**src/rtl/core/assert_macros.svh**
```systemverilog
// Assertion macros shared by the core RTL
`ifndef ASSERT_MACROS_SVH
`define ASSERT_MACROS_SVH

// same-cycle implication, clocked on clk, off during rst
`define DWMA_ASSERT_NOW(lbl, ante, cons) \
  lbl: assert property (@(posedge clk) disable iff (rst) (ante) |-> (cons)) \
    else $error("dwma: same-cycle check failed");

// next-cycle implication, clocked on clk, off during rst
`define DWMA_ASSERT_NEXT(lbl, ante, cons) \
  lbl: assert property (@(posedge clk) disable iff (rst) (ante) |=> (cons)) \
    else $error("dwma: next-cycle check failed");

`endif

```
**src/rtl/core/dwma_pkg.sv**
```systemverilog
// Package: constants, codes and control types of the double weighted moving average core
`default_nettype none

package dwma_pkg;

  localparam int DEF_MAX_PERIOD  = 256;
  localparam int DEF_SAMPLE_BITS = 32;

  localparam int RECIP_BITS    = 33;
  localparam int SCALE_SHIFT   = 32;
  localparam int APB_DATA_BITS = 64;
  localparam int APB_ADDR_BITS = 4;
  localparam int REG_SEL_BIT   = 3;

  localparam logic [RECIP_BITS-1:0] RECIP_ONE = 33'h1_0000_0000;

  typedef enum logic [0:0] {
    REG_PERIOD = 1'b0,
    REG_RECIP  = 1'b1
  } reg_idx_t;

  typedef enum logic [3:0] {
    ST_IDLE,
    ST_MUL1,
    ST_ACC1,
    ST_SLO1,
    ST_SHI1,
    ST_FIN1,
    ST_MUL2,
    ST_ACC2,
    ST_SLO2,
    ST_SHI2,
    ST_FIN2
  } state_t;

  typedef enum logic [2:0] {
    MUL_WT1,
    MUL_RLO1,
    MUL_RHI1,
    MUL_WT2,
    MUL_RLO2,
    MUL_RHI2
  } mul_sel_t;

  typedef struct packed {
    logic     load_x;
    logic     mul_en;
    mul_sel_t mul_sel;
    logic     acc1;
    logic     fin1;
    logic     swr;
    logic     acc2;
    logic     fin2;
    logic     count_up;
    logic     pwp_up;
    logic     swp_up;
  } cmd_t;

  typedef struct packed {
    logic warm1;
    logic warm2;
  } sts_t;

endpackage

`default_nettype wire

```
**src/rtl/core/dwma_regs.sv**
```systemverilog
// Configuration registers behind the APB-style port
`default_nettype none

module dwma_regs #(
  parameter int MAX_PERIOD = dwma_pkg::DEF_MAX_PERIOD,
  localparam int PW = $clog2(MAX_PERIOD + 1)
) (
  input  wire logic                               clk,
  input  wire logic                               rst,
  input  wire logic                               psel,
  input  wire logic                               penable,
  input  wire logic                               pwrite,
  input  wire logic [dwma_pkg::APB_ADDR_BITS-1:0] paddr,
  input  wire logic [dwma_pkg::APB_DATA_BITS-1:0] pwdata,
  output logic      [dwma_pkg::APB_DATA_BITS-1:0] prdata,
  output logic                                    pready,
  output logic      [PW-1:0]                      period,
  output logic      [dwma_pkg::RECIP_BITS-1:0]    recip,
  output logic                                    restart
);

  import dwma_pkg::*;

  reg_idx_t              idx;
  logic                  wr;
  logic [PW-1:0]         period_wr;
  logic [RECIP_BITS-1:0] recip_wr;

  assign idx     = reg_idx_t'(paddr[REG_SEL_BIT]);
  assign wr      = psel & penable & pwrite;
  assign pready  = 1'b1;
  assign restart = wr && (idx == REG_PERIOD);

  always_comb begin
    if (pwdata == '0) begin
      period_wr = PW'(1);
    end else if (pwdata > APB_DATA_BITS'(MAX_PERIOD)) begin
      period_wr = PW'(MAX_PERIOD);
    end else begin
      period_wr = pwdata[PW-1:0];
    end
    if (pwdata[RECIP_BITS-1:0] > RECIP_ONE) begin
      recip_wr = RECIP_ONE;
    end else begin
      recip_wr = pwdata[RECIP_BITS-1:0];
    end
  end

  always_ff @(posedge clk) begin
    if (rst) begin
      period <= PW'(1);
      recip  <= RECIP_ONE;
    end else if (wr) begin
      case (idx)
        REG_PERIOD: period <= period_wr;
        REG_RECIP:  recip  <= recip_wr;
        default: ;
      endcase
    end
  end

  always_comb begin
    case (idx)
      REG_PERIOD: prdata = APB_DATA_BITS'(period);
      REG_RECIP:  prdata = APB_DATA_BITS'(recip);
      default:    prdata = '0;
    endcase
  end

endmodule

`default_nettype wire

```
**config.mk**
```make
export PLATFORM = sky130hd
export DESIGN_NAME = dwma_regs
export DESIGN_NICKNAME = d
export VERILOG_FILES = /design/src/rtl/core/assert_macros.svh /design/src/rtl/core/dwma_pkg.sv /design/src/rtl/core/dwma_regs.sv
export SDC_FILE = /design/constraint.sdc
export NUM_CORES = 1
export LEC_CHECK = 0
export BUFFER_PORTS_ARGS = -buffer_cell sky130_fd_sc_hd__buf_2
export CAP_MARGIN = 10
export CORE_UTILIZATION = 42
export DETAILED_ROUTE_END_ITERATION = 8
export GPL_ROUTABILITY_DRIVEN = 0
export PLACE_DENSITY = 0.95
export SLEW_MARGIN = 25
export SYNTH_ARGS = -nofsm -noshare
export SYNTH_HDL_FRONTEND = slang
export SYNTH_SLANG_ARGS = --single-unit
```
**constraint.sdc**
```tcl
create_clock -name clk -period 3.4 [get_ports clk]
set_input_delay 0.34 -clock clk [delete_from_list [all_inputs] [get_ports clk]]
set_output_delay 0.34 -clock clk [all_outputs]
set_load 0.005 [all_outputs]
```
==> results.cfg <==
[setup_path]
cp-end-kind = flip-flop
crit_family = simple AND/OR/NAND/NOR gates
required_ns = 3.64
r2r_cells = 3
path_class = input pin to flip-flop
crit_arrival_ns = 2.14
crit_fanout = 34
path_cells = buf_2 > nor4_1 > nand4_1 > nor4_2 > a22o_1
r2r-start = period[0]
crit_slowest_cell = nor4_2
start_kind = input pin
r2r-end = period[0]
cpPeakStageDelay_ns = 0.66
rrSetupSlack_ns = 2.64
path_buf_inv = 1

[clock_tree]
root_buffer = clkbuf_8
post_cts_buffers = 0
htreeDepth = 2
post_cts_resized = 0
cts_sinks = 42
cts_buffers = 5
cts_buffer_depth = 2
clk_pin_slew_worst_paths_ns = 0.08
postCtsHoldBufs = 0
clk_latency_ns = 0.29
tritoncts = done

[hold_path]
hold_start = pwdata[8]
hold-path-cell-count = 2
holdPathEnd = period[0]
hp-class = input pin to flip-flop

[sta]
min_period_ns = 1.90
min_period_over_period_pct = 55.9
finalSetupViolations = 0
finalMaxSlewViolations = 0
rsz0062_at_grt = no
finalClockSkew_ns = 0
finalSetupTns_ns = 0
setup_ws_ns = 1.50
fmax_ghz = 0.526
finalHoldViolCount = 0
max_slew_margin_pct = 54.9
worst_pin_slew_ns = 0.671

[synth]
synth-compound-area-share_pct = 11.0
seq_area_frac_synth_pct = 37.1
avgSynthCellArea_um2 = 8.31
synth_simple_gate_area_share_pct = 32.3
synth-xor-area-share_pct = 0
yosysWarningCount = 0
synth_top_family_by_area = simple AND/OR/NAND/NOR gates
synth.top_cell.area_share_pct = 37.1
async_flop_share_pct = 0
yosysTopAreaCell = dfxtp_1
ys_ff_latch = 42
synth_cells = 273
synthDistinctLibCells = 26
synthMuxAreaShare_pct = 4.91
synth-adder-area-share_pct = 0
synth_area_leaders = dfxtp_1, buf_4, nor3b_1
syn-cell-area_mm2 = 0.00227
synth_edf_count = 0
ys.flop_type = dfxtp_1

[drt]
top_layer_used = met4
wl_met3_um = 305
drc = 0
dr_wl_met2_mm = 3.00
drtIter0Drc = 99
drt-vias-per-instance = 4.89
avgRoutedWirePerCell_um = 12.7
met1_length_mm = 2.67
dr_total_vias = 2330
routed_wl_mm = 6.05
ant_nets = 0
drtPass1Iterations = 4

[power_and_ir_drop]
power_density_mw_per_mm2 = 317
vdd_ir_drop_max_uv = 154
leakage_nw = 1.54

[job]
maxCapViolCount = 0

[die]
die_h_um = 75.5
chipWidth_um = 75.5
dieArea_mm2 = 0.00570
fp-row-count = 26
pin_count = 181
coreArea_mm2 = 0.00514
start_util_pct = 44.1

[finish]
n_antenna_cell = 0
layout.nets = 478
syn_to_final_growth_pct = 31.4
post-route-util_pct = 58.0
drive_above_1_share_pct = 40.9
final.fill_count = 453
design_area_mm2 = 0.00298
multi_input_area_mm2 = 0.00121
regArea_um2 = 841

[global_route]
grt.total_usage_pct = 21.0
grt_pass1_vias = 1955
grt_overflow = 0
grt_max_degree = 66
antenna_found_initial = 0
grt_pass1_wl_mm = 9.08

[placement]
dpl.hpwl_mm = 4.50
io_buffers = 145
place_ws_ns = 1.21
placed_cell_area_mm2 = 0.00289

[status]
run_status = complete, no violations
-- flip-flops by register name, indices dropped and copies added, names as in the netlist --
register / count
period: 9
recip: 33
-- final cells by class --
class / instances / share of cell area, %
Clock buffer: 7 / 2.90
Clock inverter: 1 / 0.168
Inverter: 2 / 0.252
Multi-Input combinational cell: 207 / 40.7
Sequential cell: 42 / 28.2
Tap cell: 70 / 2.94
Timing Repair Buffer: 147 / 24.8
-- metrics by stage --
| stage | power (mW) | hold WS, ns | std cells |
|---|---|---|---|
| 5_1_grt | 0.998 | 0.258 | 476 |
| 3_5_place_dp | 0.634 | 0.489 | 468 |
| 4_1_cts | 0.957 | 0.257 | 476 |
| 6_report | 0.946 | 0.265 | 476 |
| 3_3_place_gp | 0.631 | 0.484 | 468 |
| 2_1_floorplan | 0.597 | 0.439 | 303 |
-- synthesized netlist by cell type, types with 3 or more instances --
cell      instances
and3_1            7
nand4_1           4
buf_2             3
and2_1           24
clkbuf_1         12
buf_4            32
nor2_1           34
nor4_1           15
nor3b_1          31
mux2_2            9
dfxtp_1          42
buf_1             5
a21oi_1          33
a22o_1            7
-- how the worst max path moves through the flow --
stage	depth (start not counted)	slack, ns	to	from
CTS	5	1.51	period[6]	pwdata[32]
global route	5	1.29	period[5]	pwdata[32]
finish	5	1.50	period[6]	pwdata[32]
floorplan	5	1.66	period[8]	pwdata[32]
global placement	5	1.33	period[8]	pwdata[32]
detailed placement	5	1.21	period[6]	pwdata[32]
-- report_power, final --
| group | leakage (nW) | internal [mW] | total [mW] | switching [mW] |
|---|---|---|---|---|
| sequential | 0.339 | 0.497 | 0.501 | 0.00401 |
| clock | 0.0482 | 0.164 | 0.322 | 0.158 |
| combinational | 1.15 | 0.0546 | 0.123 | 0.0685 |
-- placed cells by master, fill, tap and decap left out, drive strengths merged --
master  instances
clkbuf          7
mux2            9
and3            7
nand3           1
clkinv          1
nand4           4
nor2b           1
o31ai           1
nor3            2
nor4           16
buf           147
nand2           1
o221a           1
inv             2
a21oi          33
nor3b          31
a22o            7
dfxtp          42
and4b           1
conb           32
or4             1
mux2i           1
nor2           34
and2           24
-- cells by family (layout without fill, tap and decap cells) --
| logic type | count (synthesis) | in the layout |
|---|---|---|
| AND/OR/NAND/NOR | 123 | 123 |
| buffers and inverters | 54 | 157 |
| AO/OA/AOI/OAI | 42 | 42 |
| flip-flops | 42 | 42 |
| multiplexers | 10 | 10 |
| other | 2 | 32 |
-- layer usage --
layer | up-vias | GRT usage (%)
li1 | 1151 | -
met1 | 1065 | 27.0
met2 | 106 | 35.1
met3 | 8 | 4.76
met4 | 0 | 6.17
met5 | - | 0
No activity file was read; power rests on OpenSTA's default activity.
