`src/rtl/core/assert_macros.svh`:
```
// Assertion macros shared by the core RTL
`ifndef ASSERT_MACROS_SVH
`define ASSERT_MACROS_SVH

// same-cycle implication, clocked on clk, off during rst
`define DWMA_ASSERT_NOW(lbl, ante, cons) \
  lbl: assert property (@(posedge clk) disable iff (rst) (ante) |-> (cons)) \
    else $error("dwma: same-cycle check failed");

// next-cycle implication, clocked on clk, off during rst
`define DWMA_ASSERT_NEXT(lbl, ante, cons) \
  lbl: assert property (@(posedge clk) disable iff (rst) (ante) |=> (cons)) \
    else $error("dwma: next-cycle check failed");

`endif

```
`src/rtl/core/dwma_pkg.sv`:
```
// Package: constants, codes and control types of the double weighted moving average core
`default_nettype none

package dwma_pkg;

  localparam int DEF_MAX_PERIOD  = 256;
  localparam int DEF_SAMPLE_BITS = 32;

  localparam int RECIP_BITS    = 33;
  localparam int SCALE_SHIFT   = 32;
  localparam int APB_DATA_BITS = 64;
  localparam int APB_ADDR_BITS = 4;
  localparam int REG_SEL_BIT   = 3;

  localparam logic [RECIP_BITS-1:0] RECIP_ONE = 33'h1_0000_0000;

  typedef enum logic [0:0] {
    REG_PERIOD = 1'b0,
    REG_RECIP  = 1'b1
  } reg_idx_t;

  typedef enum logic [3:0] {
    ST_IDLE,
    ST_MUL1,
    ST_ACC1,
    ST_SLO1,
    ST_SHI1,
    ST_FIN1,
    ST_MUL2,
    ST_ACC2,
    ST_SLO2,
    ST_SHI2,
    ST_FIN2
  } state_t;

  typedef enum logic [2:0] {
    MUL_WT1,
    MUL_RLO1,
    MUL_RHI1,
    MUL_WT2,
    MUL_RLO2,
    MUL_RHI2
  } mul_sel_t;

  typedef struct packed {
    logic     load_x;
    logic     mul_en;
    mul_sel_t mul_sel;
    logic     acc1;
    logic     fin1;
    logic     swr;
    logic     acc2;
    logic     fin2;
    logic     count_up;
    logic     pwp_up;
    logic     swp_up;
  } cmd_t;

  typedef struct packed {
    logic warm1;
    logic warm2;
  } sts_t;

endpackage

`default_nettype wire

```
`src/rtl/core/dwma_ctrl.sv`:
```
// Controller state machine: sequences both averaging stages and owns the output valid
`default_nettype none

module dwma_ctrl (
  input  wire logic           clk,
  input  wire logic           rst,
  input  wire logic           in_valid,
  output logic                in_ready,
  output logic                out_valid,
  input  wire logic           out_ready,
  input  wire dwma_pkg::sts_t sts,
  output dwma_pkg::cmd_t      cmd
);

  import dwma_pkg::*;

  state_t state, state_next;
  logic   out_valid_next;
  logic   out_blocked;

  assign out_blocked    = out_valid & ~out_ready;
  assign out_valid_next = cmd.fin2 | out_blocked;

  always_ff @(posedge clk) begin
    if (rst) begin
      state     <= ST_IDLE;
      out_valid <= 1'b0;
    end else begin
      state     <= state_next;
      out_valid <= out_valid_next;
    end
  end

  always_comb begin
    state_next  = state;
    in_ready    = 1'b0;
    cmd         = '0;
    cmd.mul_sel = MUL_WT1;
    case (state)
      ST_IDLE: begin
        in_ready = 1'b1;
        if (in_valid) begin
          cmd.load_x = 1'b1;
          state_next = ST_MUL1;
        end
      end
      ST_MUL1: begin
        cmd.mul_en  = 1'b1;
        cmd.mul_sel = MUL_WT1;
        state_next  = ST_ACC1;
      end
      ST_ACC1: begin
        cmd.acc1 = 1'b1;
        if (sts.warm1) begin
          cmd.count_up = 1'b1;
          cmd.pwp_up   = 1'b1;
          state_next   = ST_IDLE;
        end else begin
          state_next = ST_SLO1;
        end
      end
      ST_SLO1: begin
        cmd.mul_en  = 1'b1;
        cmd.mul_sel = MUL_RLO1;
        state_next  = ST_SHI1;
      end
      ST_SHI1: begin
        cmd.mul_en  = 1'b1;
        cmd.mul_sel = MUL_RHI1;
        state_next  = ST_FIN1;
      end
      ST_FIN1: begin
        cmd.fin1   = 1'b1;
        cmd.pwp_up = 1'b1;
        state_next = ST_MUL2;
      end
      ST_MUL2: begin
        cmd.mul_en  = 1'b1;
        cmd.mul_sel = MUL_WT2;
        cmd.swr     = 1'b1;
        state_next  = ST_ACC2;
      end
      ST_ACC2: begin
        cmd.acc2 = 1'b1;
        if (sts.warm2) begin
          cmd.count_up = 1'b1;
          cmd.swp_up   = 1'b1;
          state_next   = ST_IDLE;
        end else begin
          state_next = ST_SLO2;
        end
      end
      ST_SLO2: begin
        cmd.mul_en  = 1'b1;
        cmd.mul_sel = MUL_RLO2;
        state_next  = ST_SHI2;
      end
      ST_SHI2: begin
        cmd.mul_en  = 1'b1;
        cmd.mul_sel = MUL_RHI2;
        state_next  = ST_FIN2;
      end
      ST_FIN2: begin
        if (!out_blocked) begin
          cmd.fin2   = 1'b1;
          cmd.swp_up = 1'b1;
          state_next = ST_IDLE;
        end
      end
      default: begin
        state_next = ST_IDLE;
      end
    endcase
  end

endmodule

`default_nettype wire

```
`config.mk`:
```
export PLATFORM = sky130hd
export DESIGN_NAME = dwma_ctrl
export DESIGN_NICKNAME = d
export VERILOG_FILES = /design/src/rtl/core/assert_macros.svh /design/src/rtl/core/dwma_pkg.sv /design/src/rtl/core/dwma_ctrl.sv
export SDC_FILE = /design/constraint.sdc
export NUM_CORES = 1
export LEC_CHECK = 0
export BUFFER_PORTS_ARGS = -buffer_cell sky130_fd_sc_hd__buf_2
export CAP_MARGIN = 10
export CORE_AREA = 2 2 39 41
export CTS_CLUSTER_DIAMETER = 60
export DETAILED_ROUTE_END_ITERATION = 8
export DIE_AREA = 0 0 41 43
export PLACE_DENSITY = 0.56
export SLEW_MARGIN = 0
export SYNTH_ARGS = -nofsm -noshare
export SYNTH_HDL_FRONTEND = slang
export SYNTH_SLANG_ARGS = --single-unit
```
`constraint.sdc`:
```
create_clock -name clk -period 3.12 [get_ports clk]
set_clock_uncertainty 0.1 [all_clocks]
set_input_delay 0.468 -clock clk [delete_from_list [all_inputs] [get_ports clk]]
set_output_delay 0.468 -clock clk [all_outputs]
set_load 0.005 [all_outputs]
```
==> flow_summary.toml, run 1 <==
[worst_setup_path]
endpoint_kind = "primary output"
cpMaxStageDelayCell = "dfxtp_1"
cp_max_fo = 18
cpPeakStageDelay_ns = 0.68
regToRegSetupSlack_ns = 1.60
critPathKind = "register to primary output"
worstPathArrival_ns = 1.58
path_cells = "nand2b_1 > nor2_1 > a31o_2 > buf_2"
worst-endpoint-required_ns = 2.55
start_kind = "register"

[synth]
yosys.area.top_type_share_pct = 23.4
avgSynthCellArea_um2 = 7.01
synth_common_cells = "nor2_1, a21oi_1, dfxtp_1, nand2_1"
syn-instance-count = 61
yosys_warnings = 0
yosys-top-cells-area = "dfxtp_1, nor2_1, a21oi_1, buf_2, nor3_1"
ys_async_sr_fraction_pct = 0
ys_seq_elements = 5
ys_types = 28
synth_most_common_cell = "nor2_1"
synth_nets = 67
synth-seq-area-share_pct = 23.4
yosys.area.top_type = "dfxtp_1"
synth_edf_count = 0
synth_area_um2 = 428
ys.flop_type = "dfxtp_1"

[die]
start_util_pct = 30.9
die_x_um = 41
die_y_um = 43
rows = 14
dieArea_um2 = 1760
pin_count = 21
core_um2 = 1380

[cts]
clk_latency_ns = 0.25
post-cts-setup-buffers = 0
holdBufCountCts = 0
cts_resized = 0
clk_path_buf_depth = 2
cts_htree_levels = 1
clock-root-buffer = "clkbuf_4"
clkTransAtPathRegs_ns = 0.04
cts_tree = "yes"
cts_buffers = 3
clock-sinks = 5

[status]
status = "finished clean"

[placement]
dpl.hpwl_um = 784
dp_cells = 92
port_buffers = 20
gp_congestion = 0.721

[sta]
worstMarginPinSlew_ns = 0.579
setup_viol = 0
period_needed_ns = 2.15
slew_violations = 0
finalCritPeriodShare_pct = 68.9
slew_headroom_pct = 61.3
rsz0062_at_grt = "false"
max_freq_mhz = 465
tns_ns = 0
hold_viol_final = 0

[grt]
grt_first_pass_wirelength_um = 1730
grt_overflow = 0
gr-usage-all-layers_pct = 14.9
grt_pass1_vias = 401
antenna_found_initial = 0
grt_max_degree = 19

[detailed_routing]
drc = 0
wirelength_um = 1100
drt_iter0_drc = 16
first_pass_iters = 3
via_count = 492
drt-vias-per-instance = 5.13
wire_per_inst_um = 11.5
antenna_left = 0

[job]
maxCapViolCount = 0

[layout]
area_growth_pct = 26.9
antenna_cells = 0
drive_gt1_share_pct = 32.5
final-instance-count-excl-fill = 96
nets = 87

[pwr]
power_density_nw_per_um2 = 354
peakVddDrop_mv = 0.153
p_leak_nw = 0.246

[worst_hold_path]
hold_path.class = "primary input to register"
[critical path, delay by kind of cell (launching register included)]
family | cells | cell delay [ns]
buffers and inverters | 1 | 0.12
DFF | 1 | 0.68
AOI/OAI and AO/OA | 1 | 0.21
and+or+nand+nor | 2 | 0.32
[layout by cell type, fill, tap and decap left out, drive strengths merged, types with 2 or more instances in the layout]
| master | netlist | layout |
|---|---|---|
| nor2 | 8 | 8 |
| a21oi | 5 | 5 |
| nand4 | 2 | 2 |
| buf | 5 | 20 |
| nor3 | 4 | 4 |
| nand2 | 5 | 5 |
| inv | 3 | 3 |
| clkbuf | 0 | 4 |
| nand2b | 3 | 3 |
| nand3 | 3 | 3 |
| dfxtp | 5 | 5 |
| nor2b | 2 | 2 |
[power by group]
part / internal [W] / total (W) / switching [W]
sequential: 0.0000668 / 0.0000771 / 0.0000103
combinational: 0.0000193 / 0.0000375 / 0.0000181
clock: 0.0000485 / 0.0000778 / 0.0000293
total: 0.000135 / 0.000192 / 0.0000577
[cell type report]
cell class	instances	area (µm²)
fill	156	841
multi-input combinational	48	285
sequential	5	100
timing repair buffer	20	100
clock buffer	4	26.3
tap	16	20.0
inverter	3	11.3
[logic make-up after synthesis]
family / after synthesis / share of synthesized area, %
xor gates and xnor gates: 2 / 4.09
AOI/OAI and AO/OA: 14 / 23.1
DFF: 5 / 23.4
muxes: 1 / 2.34
and+or+nand+nor: 31 / 37.1
buffers and inverters: 8 / 9.94
[metrics by stage]
stage	utilization (%)	cell area [µm²]	hold slack (ns)	setup WS [ns]	power, W
final	39.2	543	0.345	0.971	0.000192
after global routing	39.2	543	0.359	0.842	0.000204
after CTS	39.2	543	0.348	0.970	0.000194
after detailed placement	37.3	517	0.439	1.23	0.000116
after global placement	37.3	517	0.434	1.28	0.000116
after floorplan	-	428	0.406	1.61	0.000100
[registers in the layout, indices dropped and copies added, names as in the netlist]
| register | count |
|---|---|
| state | 4 |
| out_valid | 1 |
[routing by layer]
layer	track usage, %	part of all wire [%]	vias to the layer above
met3	3.14	6.0	5
met1	18.8	50	217
met2	19.7	41	19
li1	-	-	251
met4	14.0	3.5	0
met5	0	0	-
[final timing paths]
path	startpoint	end	depth (start not counted)
worst max-delay path	state[3]$_SDFFE_PP0P_	cmd[8]	4
worst min-delay path	rst	out_valid$_SDFF_PP0_	2
worst max register to register	state[3]$_SDFFE_PP0P_	state[1]$_SDFFE_PP0P_	3
worst min register to register	out_valid$_SDFF_PP0_	out_valid$_SDFF_PP0_	2
Note: power is estimated with default switching activity, not from simulation.
==> run 2, diff against run 1 <==
PLACE_DENSITY = 0.59   (was 0.56)
clock period = 1.8 ns   (was 3.12 ns; I/O delays follow)
==> flow_summary.toml, run 2 (synthesized netlist as in run 1, its figures left out) <==
[status]
status = "finished clean"

[layout]
antenna_cells = 0
reg_top3 = "state (4), out_valid (1)"
final_common_cell = "buf_2"
area_growth_pct = 31.6
largest_reg_flops = 4
drive_gt1_share_pct = 39.0
top_register = "state"
nets = 89
final_cell_mix = "buf_2, nor2_1, nand2_1, a21oi_1"

[worst_setup_path]
cpPeakStageDelay_ns = 0.46
cpMaxStageDelayCell = "dfxtp_2"
critPathKind = "register to primary output"
path_cells = "nand2b_1 > nor2_1 > a31o_2 > buf_2"
worstPathArrival_ns = 1.31
worst-endpoint-required_ns = 1.43
start_kind = "register"
endpoint_kind = "primary output"
cp_max_fo = 12

[die]
die_x_um = 41
die_y_um = 43
dieArea_um2 = 1760
core_um2 = 1380
rows = 14
start_util_pct = 30.9
pin_count = 21

[sta]
hold_viol_final = 0
period_needed_ns = 1.68
rsz0062_at_grt = "false"
max_freq_mhz = 594
worstMarginPinSlew_ns = 0.444
timing.final.ws_setup_ns = 0.117
slew_headroom_pct = 69.7
tns_ns = 0
finalCritPeriodShare_pct = 93.5
setup_viol = 0
slew_violations = 0

[pwr]
peakVddDrop_mv = 0.291
total_power_w = 0.000328
p_leak_nw = 0.259
power_density_nw_per_um2 = 582

[detailed_routing]
drt_iter0_drc = 5
drc = 0
wirelength_um = 1070
first_pass_iters = 4
antenna_left = 0
wire_per_inst_um = 10.9
via_count = 482
drt-vias-per-instance = 4.92

[grt]
grt_overflow = 0
antenna_found_initial = 0
grt_pass1_vias = 431
grt_max_degree = 15
gr-usage-all-layers_pct = 14.5
grt_first_pass_wirelength_um = 1730

[cts]
cts_buffers = 3
clk_latency_ns = 0.24
post-cts-setup-buffers = 0
clock-sinks = 5
clkTransAtPathRegs_ns = 0.04
cts_htree_levels = 1
clk_path_buf_depth = 2
cts_tree = "yes"
clock-root-buffer = "clkbuf_4"

[placement]
gp_congestion = 0.756
dpl.hpwl_um = 828
dp_slack_ns = 0.173
port_buffers = 20

[worst_hold_path]
hold_path.class = "primary input to register"

[job]
maxCapViolCount = 0
## run 2: path summary, 6_finish.rpt
path | depth (start not counted) | start | slack, ns | end
setup / recovery | 4 | state[3]$_SDFFE_PP0P_ | 0.12 | cmd[8]
hold / removal | 2 | rst | 0.15 | state[2]$_SDFFE_PP0P_
setup reg to reg | 4 | state[3]$_SDFFE_PP0P_ | 0.33 | state[1]$_SDFFE_PP0P_
hold reg to reg | 2 | out_valid$_SDFF_PP0_ | 0.44 | out_valid$_SDFF_PP0_
## run 2: metal layers
metal	GRT usage (%)	vias up	routed length, µm
met3	3.14	2	49
met5	0	-	0
met2	21.9	14	495
met1	17.0	210	510
met4	10.0	0	15
li1	-	256	-
## run 2: repair_timing
action,in CTS,in global routing
pin swaps,0,0
gates cloned,0,0
resized for setup,3,1
setup endpoints to repair,3,6
hold buffers,0,0
## run 2: stage by stage
| step | util (%) | hold slack, ns | cells | cell area [µm²] |
|---|---|---|---|---|
| after global placement | 38.4 | 0.411 | 94 | 532 |
| after global routing | 40.7 | 0.155 | 98 | 563 |
| final | 40.7 | 0.155 | 98 | 563 |
| after floorplan | - | 0.239 | 61 | 428 |
| after detailed placement | 38.4 | 0.411 | 94 | 532 |
| after CTS | 40.6 | 0.145 | 98 | 562 |
## run 2: final cells by class
class / count / area, µm²
multi-input cells: 48 / 285
well taps: 16 / 20.0
clock buffers: 4 / 26.3
inverters: 3 / 11.3
fillers: 158 / 821
flip-flops and latches: 5 / 105
repair buffers: 22 / 115
## run 2: power by group
| group | internal (W) | switching [W] | leakage, nW | total (W) |
|---|---|---|---|---|
| clock | 0.0000836 | 0.0000435 | 0.0150 | 0.000127 |
| combinational | 0.0000344 | 0.0000323 | 0.201 | 0.0000668 |
| sequential | 0.000117 | 0.0000167 | 0.0424 | 0.000134 |
| total | 0.000235 | 0.0000926 | 0.259 | 0.000328 |
## run 2: worst max-delay path, delay by kind of cell (launching register included)
family | cells | cell delay, ns
AO/OA/AOI/OAI | 1 | 0.21
flip-flops | 1 | 0.46
AND/OR/NAND/NOR | 2 | 0.28
buffers and inverters | 1 | 0.12
